[src/sv/rgb9e5_pkg.sv]
`default_nettype none
package rgb9e5_pkg;
    localparam int MantBits = 9;
    localparam logic [31:0] MaxRgb9e5 = 32'h477f8000;
    localparam logic [31:0] F32Pinf = 32'h7f800000;
    localparam logic [31:0] F32One = 32'h3f800000;

    typedef enum logic {ACT_PACK = 1'b0, ACT_UNPACK = 1'b1} action_t;

    function automatic logic [31:0] clamp_channel(input logic [31:0] u);
        logic [31:0] r;
        r = u;
        if (u > F32Pinf)
        begin
            r = 32'd0;
        end
        else if (u > MaxRgb9e5)
        begin
            r = MaxRgb9e5;
        end
        return r;
    endfunction

    // floor(value * 2^k) then round half up; u clamped so result small
    // k = 136 - e, e >= 111 ; sh = eff - 150 + k = eff - e - 14
    function automatic logic [8:0] round_mant(input logic [31:0] u, input logic [7:0] es8);
        logic [7:0] e;
        logic [23:0] sig;
        logic [9:0] sh;
        logic [31:0] m;
        logic [9:0] rnd;
        e = u[30:23];
        sig = {(e != 8'd0), u[22:0]};
        // sh = eff - 127 - 23 + k, k = 25 - es, es = e_shared + 1 - 112
        sh = {2'b00, ((e == 8'd0) ? 8'd1 : e)} + 10'd25 - {2'b00, es8} - 10'd150;
        if (!sh[9])
        begin
            m = {8'd0, sig} << ((sh > 10'd8) ? 4'd8 : sh[3:0]);
        end
        else if ((~sh + 10'd1) >= 10'd32)
        begin
            m = 32'd0;
        end
        else
        begin
            m = {8'd0, sig} >> (~sh[4:0] + 5'd1);
        end
        rnd = {9'd0, m[0]} + m[10:1];
        return rnd[8:0];
    endfunction

    function automatic logic [31:0] unpack_one(input logic [8:0] m, input logic [4:0] es);
        logic [3:0] p;
        logic [7:0] biased;
        logic [31:0] sh;
        p = 4'd0;
        for (int i = 1; i < MantBits; i++)
        begin
            if (m[i])
            begin
                p = 4'(i);
            end
        end
        biased = {4'd0, p} + {3'd0, es} + 8'd103;
        sh = {23'd0, m} << (5'd23 - {1'b0, p});
        return (m == 9'd0) ? 32'd0 : {1'b0, biased, sh[22:0]};
    endfunction
endpackage
`default_nettype wire

[src/sv/rgb9e5_shared_exponent_convert.sv]
// channel | dir | tdata fields (low first) | tuser
// s_axis  | in  | red_bits, green_bits, blue_bits, shared_word | action
// m_axis  | out | packed_out, red_out, green_out, blue_out, alpha_out | -
// one item per cycle unless the output stalls, through three register stages
// stage 1 clamps and finds the largest channel, stage 2 rounds the exponent,
// stage 3 scales mantissas or unpacks; reset clears the valid bits only
// a stall holds each full stage, empty stages ahead of it still fill
// tready follows the room in the stages, back to the output's tready
`default_nettype none
module rgb9e5_shared_exponent_convert (
    input  wire logic         clk,
    input  wire logic         rst_n,
    input  wire logic         s_axis_tvalid,
    output logic              s_axis_tready,
    input  wire logic [127:0] s_axis_tdata,  // red, green, blue, shared_word
    input  wire logic         s_axis_tuser,  // action
    output logic              m_axis_tvalid,
    input  wire logic         m_axis_tready,
    output logic [159:0]      m_axis_tdata   // packed, red, green, blue, alpha
);
    import rgb9e5_pkg::*;

    logic v1_reg, v2_reg, v3_reg;
    logic en1, en2, en3;
    logic a1_reg, a2_reg;
    logic [31:0] r1_reg, g1_reg, b1_reg, w1_reg, mx1_reg;
    logic [31:0] r2_reg, g2_reg, b2_reg, w2_reg;
    logic [7:0] es2_reg;
    logic [159:0] d3_reg;
    logic [31:0] rc, gc, bc, mx, mxr;
    logic [7:0] e, es_next;
    logic [159:0] d3_next;

    assign en3 = !v3_reg || m_axis_tready;
    assign en2 = !v2_reg || en3;
    assign en1 = !v1_reg || en2;
    assign s_axis_tready = en1;
    assign m_axis_tvalid = v3_reg;
    assign m_axis_tdata = d3_reg;

    always_comb
    begin
        rc = clamp_channel(s_axis_tdata[31:0]);
        gc = clamp_channel(s_axis_tdata[63:32]);
        bc = clamp_channel(s_axis_tdata[95:64]);
        mx = (rc > gc) ? rc : gc;
        mx = (mx > bc) ? mx : bc;
        mxr = mx1_reg + (mx1_reg & 32'h4000);
        e = mxr[30:23];
        if (e < 8'd111)
        begin
            e = 8'd111;
        end
        es_next = e - 8'd111;
        if (a2_reg == ACT_PACK)
        begin
            d3_next = {128'd0, es2_reg[4:0], round_mant(b2_reg, es2_reg),
                       round_mant(g2_reg, es2_reg), round_mant(r2_reg, es2_reg)};
        end
        else
        begin
            d3_next = {F32One, unpack_one(w2_reg[26:18], w2_reg[31:27]),
                       unpack_one(w2_reg[17:9], w2_reg[31:27]),
                       unpack_one(w2_reg[8:0], w2_reg[31:27]), 32'd0};
        end
    end

    always_ff @(posedge clk or negedge rst_n)
    begin
        if (!rst_n)
        begin
            v1_reg <= 1'b0;
            v2_reg <= 1'b0;
            v3_reg <= 1'b0;
        end
        else
        begin
            if (en1) v1_reg <= s_axis_tvalid;
            if (en2) v2_reg <= v1_reg;
            if (en3) v3_reg <= v2_reg;
        end
    end

    always_ff @(posedge clk)
    begin
        if (en1)
        begin
            a1_reg <= s_axis_tuser;
            r1_reg <= rc;
            g1_reg <= gc;
            b1_reg <= bc;
            w1_reg <= s_axis_tdata[127:96];
            mx1_reg <= mx;
        end
        if (en2)
        begin
            a2_reg <= a1_reg;
            r2_reg <= r1_reg;
            g2_reg <= g1_reg;
            b2_reg <= b1_reg;
            w2_reg <= w1_reg;
            es2_reg <= es_next;
        end
        if (en3)
        begin
            d3_reg <= d3_next;
        end
    end
endmodule
`default_nettype wire

[config.mk]
export PLATFORM = sky130hd
export DESIGN_NAME = rgb9e5_shared_exponent_convert
export DESIGN_NICKNAME = d
export VERILOG_FILES = /design/src/sv/rgb9e5_pkg.sv /design/src/sv/rgb9e5_shared_exponent_convert.sv
export SDC_FILE = /design/constraint.sdc
export NUM_CORES = 1
export LEC_CHECK = 0
export ABC_CLOCK_PERIOD_IN_PS = 19000
export BUFFER_PORTS_ARGS = -buffer_cell sky130_fd_sc_hd__buf_2
export CORE_MARGIN = 2
export CORE_UTILIZATION = 25
export CTS_CLUSTER_SIZE = 24
export DETAILED_ROUTE_END_ITERATION = 16
export GPL_TIMING_DRIVEN = 0
export PLACE_DENSITY_LB_ADDON = 0.3
export SLEW_MARGIN = 10
export SYNTH_ARGS = -nofsm -noshare
export SYNTH_HDL_FRONTEND = slang
export SYNTH_SLANG_ARGS = --single-unit
[constraint.sdc]
create_clock -name clk -period 19 [get_ports clk]
set_input_delay 1.9 -clock clk [delete_from_list [all_inputs] [get_ports clk]]
set_output_delay 1.9 -clock clk [all_outputs]
set_load 0.02 [all_outputs]
# After elaboration in Yosys (flattened, before gate mapping)
# Cells that the tools add are included.
# op_classes
addsub,29
order_cmp,15
shift,9
mux,55
n_bitwise,7
n_reduce_logical,18
# ops
cell,n
$mux 32,7
$gt 32x31->1 const B,6
$mux 158,1
$mux 31,4
$mux 4,27
$mux 10,9
$shl 24x4->10,3
$shr 24x5->10,3
$shl 9x5->23,3
$gt 32x32->1,2
$mux 8,4
$add 31x15->31,1
$add 10x1->10 const B,3
$ge 10x6->1 const B,3
$gt 10x4->1 const B,3
$not 10->10,3
$sub 10x8->10 const B,3
$sub 9x8->10,3
$add 1x9->9,3
$add 8x5->9 const B,3
$logic_not 9->1,3
$add 6x7->8 const B,3
$logic_not 8->1,3
$reduce_bool 8->1,3
11 further kinds,27
# word_totals
reg_bits,454
in_bits,133
word_cells,154

# Logic depth before layout (Yosys ltp)
# logic_depth
word_depth,13
mapped_depth,33
depth_no_buf,28

# Worst setup path before layout
# OpenSTA, ideal clock, no wires.
# synth_timing
kind,input to register
startpoint,input s_axis_tdata[39]
endpoint,"register mx1_reg[20], data pin"
setup_time_ns,0.260
arrival_time_ns,8.013
required_time_ns,18.740
setup_slack_ns,10.727
cell_stages,31
n_path_buf,5
path_cell_list,or4_1 nor4_1 a41oi_1 a211oi_4 clkbuf_1 nand2_1 ha_1 a21o_1 a21oi_1 nor2b_1 o21ai_0 nand2b_1 o21ba_1 a2111oi_0 o211a_1 buf_2 buf_2 clkbuf_1 o21ai_0 ha_1 nand4_1 nor2_1 a211o_1 a21o_1 a21oi_1 o21ai_0 a21oi_1 nor2_1 a2bb2oi_1 clkbuf_1 mux2_2
# synth_via
elab_chain_cells,7
elab_cells_between_ends,8
classes_between,4 x order compare; 4 x mux
# synth_rtl
item,line_no,source
from (decl),rgb9e5_shared_exponent_convert.sv:15,"input wire logic [127:0] s_axis_tdata,"
$gt 32x31->1,rgb9e5_pkg.sv:17,else if (u > MaxRgb9e5)
$mux 32,rgb9e5_pkg.sv:17,
$mux 32 *,rgb9e5_pkg.sv:13,if (u > F32Pinf)
$gt 32x32->1,rgb9e5_shared_exponent_convert.sv:46,mx = (rc > gc) ? rc : gc;
$mux 32 *,rgb9e5_shared_exponent_convert.sv:46,
$gt 32x32->1,rgb9e5_shared_exponent_convert.sv:47,mx = (mx > bc) ? mx : bc;
$mux 31 *,rgb9e5_shared_exponent_convert.sv:47,
named net mx[20],rgb9e5_shared_exponent_convert.sv:30,"logic [31:0] rc, gc, bc, mx, mxr;"
to (signal assigned),rgb9e5_shared_exponent_convert.sv:93,mx1_reg <= mx;
to (decl),rgb9e5_shared_exponent_convert.sv:26,"logic [31:0] r1_reg, g1_reg, b1_reg, w1_reg, mx1_reg;"
# The timed path passes the listed nets; every way through them passes the cells marked *.
# A chain may end at the register's enable or synchronous reset.

# Worst setup path after layout
# layout_timing
startpoint,input s_axis_tdata[39]
endpoint,"register mx1_reg[28], data pin"
# The elaborated chain is that of the path after synthesis.

==> key figures <==
Status
  – Status: finished clean

Layout
  – Final core utilization: 0.305
  – Net count reported at finish: 2911
  – Share of post-route cells with drive strength above 1: 0.197
  – Final cell count without fillers: 3956
  – Area Growth Syn to Fin: 20.8%
  – Largest register FFs: 126

Power
  – P_sw: 1.69 mW
  – Pwr per Cell Area: 139 nW/um2
  – P_int: 2.50 mW
  – Peak VDD IR: 67.8 uV
  – Leak: 12.6 nW
  – Clock share of power: 0.220
  – Net Sw Frac: 0.404
  – Pwr Total: 4.19 mW
  – Reg power frac: 0.288
  – Combinational power share: 0.491

Routing
  – Routed length per instance: 18.2 um
  – Routed vias: 18400
  – DR pass1 iterations: 5
  – DR iter-0 viols: 1201
  – Vias per cell: 4.64
  – Routed Wire Length: 72.0 mm
  – Residual DRC: 0
  – Post-route ant nets: 0

Synthesis
  – Avg Cell Area, Syn: 11.2 um2
  – Ys async rst share: 0.00739
  – Yosys reg bits: 406
  – Synth Cell Area: 24900 um2
  – Ys flop type: edfxtp_1
  – Sequential area share after synthesis: 0.490
  – Post-synth EDFFs: 403
  – Synth Instances: 2213
  – YS warnings: 0
  – Post-synth cell types: 103

Critical path
  – CP required: 19.32 ns
  – Worst EP arrival: 10.45 ns
  – Worst path max stage delay: 0.76 ns
  – Crit Path Max Fanout: 10
  – WS Path Type: input port to flop
  – Critical path endpoint category: flop
  – FF-to-FF End: m_axis_tdata[26]
  – Crit-path slowest cell: a2bb2oi_1
  – End of the critical path: mx1_reg[28]
  – Startpoint Class: input port
  – Reg2Reg Setup Slack: 12.10 ns
  – Worst r2r path cells: 22
  – Reg2reg start: b2_reg[28]
  – Critical path launch point: s_axis_tdata[39]

Clock network
  – CTS buffer count: 47
  – Reg clk slew, reported paths: 0.06 ns
  – Post-CTS setup buffer count: 0
  – CTS tree: yes
  – Max Buffers Root-to-Sink: 3
  – Root buf cell: clkbuf_16
  – Clock Sinks: 406
  – Htree depth: 2
  – Hold Buf Count CTS: 0
  – Latest clock arrival within the worst-skew pair: 0.60 ns
  – # resized after CTS: 0

GRT
  – Pin count of the biggest net entering global routing: 56
  – Met2 Resource Use GR: 0.230
  – Initial antenna violation count: 16
  – Grt met1 use: 0.179
  – Met3 Track Usage GR: 0.0190
  – Total GRT Usage: 0.138
  – Total grt overflow: 0
  – Busiest grt layer: met2
  – Vias in the first global route: 17500
  – First-pass GRT wire length: 108 mm

Die
  – Die width: 319 um
  – DIE AREA: 102000 um2
  – IO Pins: 295
  – Initial Util: 0.252
  – Cell row count: 115
  – Die height: 319 um
  – Core area: 98600 um2

Worst hold path
  – Hold/Removal Path Class: flop to flop
  – Hold depth: 0

Place
  – Detailed Place HPWL: 57.5 mm
  – Routability Congestion: 0.882
  – IO Port Bufs: 266
  – Placed cells: 3865

Timing
  – Final hold vios: 0
  – Fin crit share: 0.533
  – Fin crit period: 10.13 ns
  – Hold_ws: 0.402 ns
  – Max transition margin: 0.187
  – FMAX: 98.7 MHz
  – Worst Skew: 0.0291 ns
  – Setup TNS: 0 ns
  – Worst slew pin tran: 1.21 ns
  – RSZ-0062 raised after global routing: false
  – Slew Viols, Final: 0
  – Setup violations, final: 0

Run
  – Max_cap viols: 0
[synthesized netlist by cell type (42+ instances only)]
library cell | instances | area, um2
nor3_1 | 55 | 275
o21ai_0 | 100 | 500
nor2b_1 | 48 | 300
a21oi_1 | 82 | 410
ha_1 | 145 | 1810
nor2_1 | 133 | 499
inv_1 | 159 | 597
edfxtp_1 | 403 | 12100
and2_1 | 42 | 263
clkbuf_1 | 75 | 282
mux4_2 | 43 | 968
mux2i_1 | 101 | 1010
nand2_1 | 195 | 732
[layout by cell type, fill, tap and decap left out, drive strengths merged, types with 82 or more instances in the layout]
cell type / netlist / final
mux2i: 101 / 101
clkbuf: 75 / 126
o21ai: 105 / 105
a21oi: 82 / 82
ha: 145 / 145
nor2: 133 / 133
buf: 53 / 343
inv: 160 / 167
edfxtp: 403 / 403
nand2: 195 / 195
[kinds of logic after synthesis]
| kind of cell | count (synthesis) | share of synthesized area |
|---|---|---|
| compound gates | 449 | 0.125 |
| xor+xnor | 44 | 0.0184 |
| fa+ha+maj | 151 | 0.0778 |
| buf+inv | 290 | 0.0499 |
| flops | 406 | 0.490 |
| mux | 189 | 0.100 |
| other cells | 2 | 0.000302 |
| simple gates | 682 | 0.139 |
[through the flow]
| stage | cell area, um2 | setup WS, ns |
|---|---|---|
| 2_1_floorplan | 25200 | 10.73 |
| 3_3_place_gp | 28100 | 6.46 |
| 3_5_place_dp | 28500 | 8.35 |
| 4_1_cts | 30000 | 8.96 |
| 5_1_grt | 30000 | 8.42 |
| 6_report | 30000 | 8.87 |
[worst min-delay path by stage]
stage               startpoint          to  slack (ns)
floorplan               a1_reg      a2_reg        0.40
global placement    r1_reg[21]  r2_reg[21]        0.40
detailed placement   b1_reg[0]   b2_reg[0]        0.40
CTS                 g1_reg[21]  g2_reg[21]        0.40
global route        r1_reg[19]  r2_reg[19]        0.42
finish              g1_reg[21]  g2_reg[21]        0.40
[critical path, delay by kind of cell]
family	cells	cell delay [ns]
AO/OA/AOI/OAI	15	3.56
adder cells (fa/ha/maj)	2	0.75
buffers and inverters	6	1.98
multiplexers	1	0.41
AND/OR/NAND/NOR	8	1.82
[power groups by stage]
stage               sequential, mW  combinational (mW)  clock [mW]
floorplan                     1.26                1.49           0
global placement              1.25                2.04           0
detailed placement            1.23                2.04           0
CTS                           1.21                2.05       0.960
global route                  1.22                2.28       0.990
finish                        1.21                2.06       0.923
[layer usage]
layer,vias up,routed length (um)
li1,9076,-
met1,8643,31900
met2,517,34300
met3,116,3100
met4,4,2720
met5,-,21
[cell type report]
type	instances	area (um2)
fillers	10100	68500
flip-flops and latches	406	12200
multi-input cells	1592	11700
repair buffers	290	1700
well taps	1287	1610
clock buffers	51	1190
plain buffers	128	632
inverters	162	608
clock inverters	36	370
diodes	4	10.0
No activity file was read; power rests on OpenSTA's default activity.
